===== src/hdl/rtms_pkg.sv =====
// ----------------------------------------------------------------------------
// rtms_pkg: shared types and constants of the record table
// Record layout, operation and status codes, and the command and status
// groups passed between the controller and the datapath.
// ----------------------------------------------------------------------------
package rtms_pkg;

  // Default number of table entries.
  localparam int TABLE_DEPTH = 64;

  // Reset value of the count threshold.
  localparam logic [31:0] THRESHOLD_RESET = 32'd1000;

  // Width of the packed record and of the input data bus.
  localparam int REC_W = 105;
  localparam int IN_W  = 112;

  // Operation codes.
  localparam logic [2:0] OP_APPEND = 3'd0;
  localparam logic [2:0] OP_DELETE = 3'd1;
  localparam logic [2:0] OP_COUNT  = 3'd2;
  localparam logic [2:0] OP_LIST   = 3'd3;
  localparam logic [2:0] OP_MLIST  = 3'd4;

  // Result status codes.
  localparam logic [1:0] ST_OK    = 2'd0;
  localparam logic [1:0] ST_EMPTY = 2'd1;
  localparam logic [1:0] ST_FULL  = 2'd2;

  // Sources of a result beat.
  localparam logic [2:0] SRC_EMPTY = 3'd0;
  localparam logic [2:0] SRC_FULL  = 3'd1;
  localparam logic [2:0] SRC_ECHO  = 3'd2;
  localparam logic [2:0] SRC_REC   = 3'd3;
  localparam logic [2:0] SRC_COUNT = 3'd4;

  // One record; the code sits in the lowest bits.
  typedef struct packed {
    logic [3:0]  month;
    logic [4:0]  day;
    logic [31:0] price;
    logic [31:0] qty;
    logic [31:0] code;
  } rec_t;

  // Commands from the controller to the datapath.
  typedef struct packed {
    logic       in_load;
    logic       rec_rd;
    logic       rec_rd_srt;
    logic       rec_wr;
    logic       rec_wr_in;
    logic       srt_rd;
    logic       srt_wr;
    logic       srt_wr_init;
    logic       srt_cmp;
    logic       cur_load;
    logic       cnt_clr;
    logic       cnt_acc;
    logic       out_load;
    logic [2:0] out_src;
    logic       out_last;
  } cmd_t;

  // Status from the datapath to the controller.
  typedef struct packed {
    logic       out_free;
    logic       code_match;
    logic [2:0] op;
  } sts_t;

endpackage


===== src/hdl/rtms_ctrl.sv =====
// ----------------------------------------------------------------------------
// rtms_ctrl: record table controller
// Sequences each operation over the memories and keeps the fill count and
// the scan indexes.
// ----------------------------------------------------------------------------
module rtms_ctrl #(
  parameter int TABLE_DEPTH = rtms_pkg::TABLE_DEPTH,
  localparam int AW = $clog2(TABLE_DEPTH),
  localparam int CW = $clog2(TABLE_DEPTH + 1)
) (
  input  logic           clk,
  input  logic           rst,
  input  logic           in_valid,
  output logic           in_ready,
  input  rtms_pkg::sts_t sts,
  output rtms_pkg::cmd_t cmd,
  output logic [AW-1:0]  rec_rd_addr,
  output logic [AW-1:0]  rec_wr_addr,
  output logic [AW-1:0]  srt_rd_addr,
  output logic [AW-1:0]  srt_wr_addr
);

  localparam logic [4:0] S_IDLE     = 5'd0;
  localparam logic [4:0] S_DISP     = 5'd1;
  localparam logic [4:0] S_DEL_RD   = 5'd2;
  localparam logic [4:0] S_DEL_CMP  = 5'd3;
  localparam logic [4:0] S_NFOUND   = 5'd4;
  localparam logic [4:0] S_SH_RD    = 5'd5;
  localparam logic [4:0] S_SH_WR    = 5'd6;
  localparam logic [4:0] S_CNT_RD   = 5'd7;
  localparam logic [4:0] S_CNT_ACC  = 5'd8;
  localparam logic [4:0] S_CNT_OUT  = 5'd9;
  localparam logic [4:0] S_LST_RD   = 5'd10;
  localparam logic [4:0] S_LST_EMIT = 5'd11;
  localparam logic [4:0] S_INI_RD   = 5'd12;
  localparam logic [4:0] S_INI_WR   = 5'd13;
  localparam logic [4:0] S_SRT_RDI  = 5'd14;
  localparam logic [4:0] S_SRT_LDI  = 5'd15;
  localparam logic [4:0] S_SRT_CMP  = 5'd16;
  localparam logic [4:0] S_SRT_END  = 5'd17;
  localparam logic [4:0] S_MEM_RDS  = 5'd18;
  localparam logic [4:0] S_MEM_RDR  = 5'd19;
  localparam logic [4:0] S_MEM_EMIT = 5'd20;

  localparam logic [CW-1:0] FULL = CW'(TABLE_DEPTH);

  logic [4:0]    state, state_next;
  logic [CW-1:0] n, n_next;
  logic [CW-1:0] i, i_next;
  logic [CW-1:0] j, j_next;
  logic [CW-1:0] i_inc, j_inc;

  assign i_inc    = i + CW'(1);
  assign j_inc    = j + CW'(1);
  assign in_ready = state == S_IDLE;

  // State and counters.
  always_ff @(posedge clk) begin
    if (rst) begin
      state <= S_IDLE;
      n     <= '0;
      i     <= '0;
      j     <= '0;
    end else begin
      state <= state_next;
      n     <= n_next;
      i     <= i_next;
      j     <= j_next;
    end
  end

  // Next state and commands.
  always_comb begin
    state_next  = state;
    n_next      = n;
    i_next      = i;
    j_next      = j;
    cmd         = '0;
    rec_rd_addr = i[AW-1:0];
    rec_wr_addr = j[AW-1:0];
    srt_rd_addr = i[AW-1:0];
    srt_wr_addr = i[AW-1:0];
    case (state)
      S_IDLE: begin
        if (in_valid) begin
          cmd.in_load = 1'b1;
          state_next  = S_DISP;
        end
      end
      S_DISP: begin
        if (sts.out_free) begin
          i_next     = '0;
          j_next     = '0;
          state_next = S_IDLE;
          case (sts.op)
            rtms_pkg::OP_APPEND: begin
              cmd.out_load = 1'b1;
              if (n == FULL) begin
                cmd.out_src = rtms_pkg::SRC_FULL;
              end else begin
                cmd.out_src   = rtms_pkg::SRC_ECHO;
                cmd.rec_wr    = 1'b1;
                cmd.rec_wr_in = 1'b1;
                rec_wr_addr   = n[AW-1:0];
                n_next        = n + CW'(1);
              end
            end
            rtms_pkg::OP_DELETE, rtms_pkg::OP_COUNT, rtms_pkg::OP_LIST,
            rtms_pkg::OP_MLIST: begin
              if (n == '0) begin
                cmd.out_load = 1'b1;
                cmd.out_src  = rtms_pkg::SRC_EMPTY;
              end else begin
                case (sts.op)
                  rtms_pkg::OP_DELETE: state_next = S_DEL_RD;
                  rtms_pkg::OP_COUNT: begin
                    cmd.cnt_clr = 1'b1;
                    state_next  = S_CNT_RD;
                  end
                  rtms_pkg::OP_LIST: state_next = S_LST_RD;
                  default: state_next = S_INI_RD;
                endcase
              end
            end
            default: state_next = S_IDLE;
          endcase
        end
      end
      // Delete: find the first matching code.
      S_DEL_RD: begin
        cmd.rec_rd = 1'b1;
        state_next = S_DEL_CMP;
      end
      S_DEL_CMP: begin
        if (sts.code_match) begin
          if (sts.out_free) begin
            cmd.out_load = 1'b1;
            cmd.out_src  = rtms_pkg::SRC_REC;
            cmd.out_last = 1'b1;
            j_next       = i;
            state_next   = S_SH_RD;
          end
        end else if (i_inc == n) begin
          state_next = S_NFOUND;
        end else begin
          i_next     = i_inc;
          state_next = S_DEL_RD;
        end
      end
      S_NFOUND: begin
        if (sts.out_free) begin
          cmd.out_load = 1'b1;
          cmd.out_src  = rtms_pkg::SRC_EMPTY;
          state_next   = S_IDLE;
        end
      end
      // Delete: move the tail down by one entry.
      S_SH_RD: begin
        if (j_inc >= n) begin
          n_next     = n - CW'(1);
          state_next = S_IDLE;
        end else begin
          cmd.rec_rd  = 1'b1;
          rec_rd_addr = j_inc[AW-1:0];
          state_next  = S_SH_WR;
        end
      end
      S_SH_WR: begin
        cmd.rec_wr = 1'b1;
        j_next     = j_inc;
        state_next = S_SH_RD;
      end
      // Count over threshold.
      S_CNT_RD: begin
        cmd.rec_rd = 1'b1;
        state_next = S_CNT_ACC;
      end
      S_CNT_ACC: begin
        cmd.cnt_acc = 1'b1;
        if (i_inc == n) begin
          state_next = S_CNT_OUT;
        end else begin
          i_next     = i_inc;
          state_next = S_CNT_RD;
        end
      end
      S_CNT_OUT: begin
        if (sts.out_free) begin
          cmd.out_load = 1'b1;
          cmd.out_src  = rtms_pkg::SRC_COUNT;
          state_next   = S_IDLE;
        end
      end
      // List in stored order.
      S_LST_RD: begin
        cmd.rec_rd = 1'b1;
        state_next = S_LST_EMIT;
      end
      S_LST_EMIT: begin
        if (sts.out_free) begin
          cmd.out_load = 1'b1;
          cmd.out_src  = rtms_pkg::SRC_REC;
          cmd.out_last = i_inc == n;
          i_next       = i_inc;
          state_next   = (i_inc == n) ? S_IDLE : S_LST_RD;
        end
      end
      // Month list: load index and month of every entry.
      S_INI_RD: begin
        cmd.rec_rd = 1'b1;
        state_next = S_INI_WR;
      end
      S_INI_WR: begin
        cmd.srt_wr      = 1'b1;
        cmd.srt_wr_init = 1'b1;
        if (i_inc == n) begin
          i_next     = '0;
          state_next = S_SRT_RDI;
        end else begin
          i_next     = i_inc;
          state_next = S_INI_RD;
        end
      end
      // Exchange sort: hold entry i, compare against each later entry.
      S_SRT_RDI: begin
        cmd.srt_rd = 1'b1;
        state_next = S_SRT_LDI;
      end
      S_SRT_LDI: begin
        cmd.cur_load = 1'b1;
        if (i_inc < n) begin
          cmd.srt_rd  = 1'b1;
          srt_rd_addr = i_inc[AW-1:0];
          j_next      = i_inc;
          state_next  = S_SRT_CMP;
        end else begin
          state_next = S_SRT_END;
        end
      end
      S_SRT_CMP: begin
        cmd.srt_cmp = 1'b1;
        srt_wr_addr = j[AW-1:0];
        if (j_inc < n) begin
          cmd.srt_rd  = 1'b1;
          srt_rd_addr = j_inc[AW-1:0];
          j_next      = j_inc;
        end else begin
          state_next = S_SRT_END;
        end
      end
      S_SRT_END: begin
        cmd.srt_wr = 1'b1;
        if (i_inc >= n) begin
          i_next     = '0;
          state_next = S_MEM_RDS;
        end else begin
          i_next     = i_inc;
          state_next = S_SRT_RDI;
        end
      end
      // Month list: emit through the sort order.
      S_MEM_RDS: begin
        cmd.srt_rd = 1'b1;
        state_next = S_MEM_RDR;
      end
      S_MEM_RDR: begin
        cmd.rec_rd     = 1'b1;
        cmd.rec_rd_srt = 1'b1;
        state_next     = S_MEM_EMIT;
      end
      S_MEM_EMIT: begin
        if (sts.out_free) begin
          cmd.out_load = 1'b1;
          cmd.out_src  = rtms_pkg::SRC_REC;
          cmd.out_last = i_inc == n;
          i_next       = i_inc;
          state_next   = (i_inc == n) ? S_IDLE : S_MEM_RDS;
        end
      end
      default: state_next = S_IDLE;
    endcase
  end

  // The fill count never passes the table size.
  a_fill_bound: assert property (@(posedge clk) disable iff (rst) n <= FULL)
    else $error("fill count beyond table size");

  // A result is only loaded while the result register can take it.
  a_out_free: assert property (@(posedge clk) disable iff (rst)
    cmd.out_load |-> sts.out_free)
    else $error("result loaded over a pending beat");

  // An append into a table with room grows the fill count by one.
  a_append_grow: assert property (@(posedge clk) disable iff (rst)
    (state == S_DISP && sts.out_free && sts.op == rtms_pkg::OP_APPEND && n != FULL)
    |=> n == $past(n) + CW'(1))
    else $error("append did not grow the table");

  // Scan indexes stay inside the table while it is in use.
  a_scan_bound: assert property (@(posedge clk) disable iff (rst)
    (state != S_IDLE && state != S_DISP && n != '0) |-> (i < n && j < n))
    else $error("scan index beyond fill count");

endmodule


===== config.mk =====
export PLATFORM = sky130hd
export DESIGN_NAME = rtms_ctrl
export DESIGN_NICKNAME = d
export VERILOG_FILES = /design/src/hdl/rtms_pkg.sv /design/src/hdl/rtms_ctrl.sv
export SDC_FILE = /design/constraint.sdc
export NUM_CORES = 1
export LEC_CHECK = 0
export BUFFER_PORTS_ARGS = -buffer_cell sky130_fd_sc_hd__clkbuf_2
export CAP_MARGIN = 5
export CORE_UTILIZATION = 35
export CTS_CLUSTER_DIAMETER = 80
export DETAILED_ROUTE_END_ITERATION = 10
export GPL_TIMING_DRIVEN = 0
export PLACE_DENSITY = 0.63
export SETUP_SLACK_MARGIN = 0.4
export SYNTH_ARGS = -nofsm -noshare
export SYNTH_HDL_FRONTEND = slang
export SYNTH_SLANG_ARGS = --single-unit
export TNS_END_PERCENT = 10

===== constraint.sdc =====
create_clock -name clk -period 9 [get_ports clk]
set_input_delay 0.45 -clock clk [delete_from_list [all_inputs] [get_ports clk]]
set_output_delay 0.45 -clock clk [all_outputs]
set_load 0.01 [all_outputs]

==> out/metrics.yaml <==
status: "finished clean"
io_pins: 50
hold_start: "j[6]$_SDFFE_PP0P_"
netlist_area_mm2: 0.00308
whs_path_depth: 1
fin_skew_ns: 0.0146
fin_tns_setup_ns: 0
slowest_delay_ns: 0.52
crit_start: "i[1]$_SDFFE_PP0P_"
wire_per_inst_um: 18.7
path_class: "reg -> out"
synth_flop_cell: "dfxtp_1"
syn_to_final_growth_pct: 14.2
vdd_drop_max_mv: 0.0641
grt_max_degree: 16
grt_pass1_wl_mm: 17.3
die_y_um: 95.9
syn_nets: 457
ys_types: 68
track_usage: 0.243
cpMostUsedCell: "a21oi_1"
crit_chain: "ha_1, nand3_1, nor2_1, xor2_1, ha_1, a21oi_1, o21ai_0, or3_1, a21oi_1, a21oi_1, a21oi_1, clkbuf_2"
ys_warn_count: 0
layout-drive-gt1-share: 0.165
power_leakage_nw: 1.51
synth_top_cell_by_area: "dfxtp_1"
clockBufferDepth: 2
hold_violations: 0
synth_area_per_cell_um2: 7.22
cp_slowest_cell: "dfxtp_1"
async_reset_ff_frac: 0
ant_nets: 0
worst_slew_pin_slew_ns: 0.647
r2r_start: "i[1]$_SDFFE_PP0P_"
fmax_mhz: 240
cts-root-buf: "clkbuf_8"
slew_violations: 0
setup.worst_path.start_class: "flip-flop"
antenna_found_initial: 0
endpoint_kind: "output pin"
diodes: 0
die_width_um: 95.9
gp_congestion: 0.925
hold_buffers: 0
start_util: 0.368
hold_path_class: "reg -> reg"
first_iter_violations: 403
grt.overflow.total: 0
synth_edf_count: 0
fin_crit_sh: 0.463
max_cap_violations: 0
core-area_mm2: 0.00838
wl_mm: 10.9
cts_sinks: 26
path_max_fanout: 8
setup_viol: 0
port_buffers: 47
post_cts_buffers: 0
synth_top_area_frac: 0.169
ys_seq_area_frac: 0.169
fin_util: 0.420
p_per_area_mw_per_mm2: 178
drc_errors: 0
numCtsBuffers: 3
htreeDepth: 1
worstPathRequired_ns: 8.55
cts_tree: "done"
rsz0062_at_grt: "false"
rows: 33
synthCells: 427
dieArea_mm2: 0.00919
arrival_ns: 3.72
grt_pass1_vias: 3318
hpwl_mm: 8.40
holdWs_ns: 0.508
worst_slew_margin_rel: 0.564
post-route-min-period_ns: 4.17
synth-seq-cells: 26
synthTopCellsByArea: "dfxtp_1, ha_1, nand2_1, a21oi_1, nor2_1"
cp.depth: 12
post_cts_resized: 0
clkTransAtPathRegs_ns: 0.11
vias_per_cell: 6.22
worstRegToRegCells: 11
critPathTopFamily: "simple AND/OR/NAND/NOR gates"
vias: 3629
clk_latency_ns: 0.29
layout.nets: 509
dr.pass1.iters: 5
critPathBufInv: 1
state kept, by name (all words and copies together) (netlist names):
signal / flops
i: 7
j: 7
n: 7
state: 5
path summary, 6_finish.rpt:
check                                          to  slack (ns)
worst min-delay path            j[6]$_SDFFE_PP0P_        0.51
worst max register to register  i[3]$_SDFFE_PP0P_        5.16
worst max-delay path               srt_rd_addr[0]        4.83
worst min register to register  j[6]$_SDFFE_PP0P_        0.51
metal layers:
layer	track usage	vias up	share of wire
met3	0.0513	36	0.087
met5	0	-	0
met4	0.0821	0	0.031
met1	0.330	1714	0.43
li1	-	1686	-
met2	0.382	193	0.45
power breakdown:
part / switching, mW / total, mW / internal (mW)
logic: 0.254 / 0.392 / 0.138
registers: 0.00676 / 0.131 / 0.124
clock network: 0.0433 / 0.103 / 0.0597
total: 0.304 / 0.626 / 0.322
per-stage QoR:
| stage | setup WS [ns] | total power [mW] | cell area, um^2 | cells |
|---|---|---|---|---|
| CTS | 4.93 | 0.614 | 3520 | 583 |
| global route | 4.60 | 0.661 | 3520 | 583 |
| finish | 4.83 | 0.626 | 3520 | 583 |
| global placement | 5.36 | 0.516 | 3450 | 579 |
| floorplan | 5.97 | 0.413 | 3080 | 427 |
| detailed placement | 5.29 | 0.512 | 3450 | 579 |
Yosys cell counts (4+ instances only):
cell type and number:
nor4_1 6, nor2b_1 7, ha_1 21, nand3b_1 5
a21oi_1 33, o2bb2ai_1 8, o221ai_1 4, nand2b_1 8
nor3_1 9, o21ai_0 25, o22ai_1 7, dfxtp_1 26
nand2_1 45, xnor2_1 7, mux2_2 7, buf_2 4
a211oi_1 6, o31ai_1 4, o211ai_1 5, nor2_1 34
a32o_1 5, a211o_1 4, clkbuf_1 19, inv_1 28
mux2i_1 4, nand3_1 18, and3_1 7, xor2_1 9
logic make-up after synthesis:
kind of cell,Yosys count,share of synthesized area
adders and majority gates,23,0.0950
buffers and inverters,58,0.0771
AOI/OAI and AO/OA,129,0.297
xor gates and xnor gates,16,0.0455
muxes,11,0.0386
and+or+nand+nor,164,0.278
DFF,26,0.169
placed cells by master, fill, tap and decap left out, types with 6 or more instances in the layout:
| master | count |
|---|---|
| clkbuf_2 | 47 |
| nor2b_1 | 7 |
| nand3_1 | 18 |
| dfxtp_1 | 26 |
| o22ai_1 | 7 |
| nand2b_1 | 8 |
| nor3_1 | 9 |
| o21ai_0 | 25 |
| ha_1 | 21 |
| xnor2_1 | 7 |
| clkbuf_1 | 19 |
| mux2_2 | 7 |
| o2bb2ai_1 | 8 |
| a21oi_1 | 33 |
| nand2_1 | 45 |
| nor4_1 | 6 |
| a211oi_1 | 6 |
| and3_1 | 7 |
| inv_1 | 28 |
| xor2_1 | 9 |
| nor2_1 | 34 |
area by class of cell:
class | instances | area, um^2
Timing Repair Buffer | 47 | 235
Clock inverter | 1 | 30.0
Sequential cell | 26 | 520
Inverter | 30 | 113
Multi-Input combinational cell | 343 | 2320
Fill cell | 872 | 4860
Clock buffer | 3 | 41.3
Tap cell | 105 | 131
Buffer | 28 | 125
Note: power is estimated with default switching activity, not from simulation.
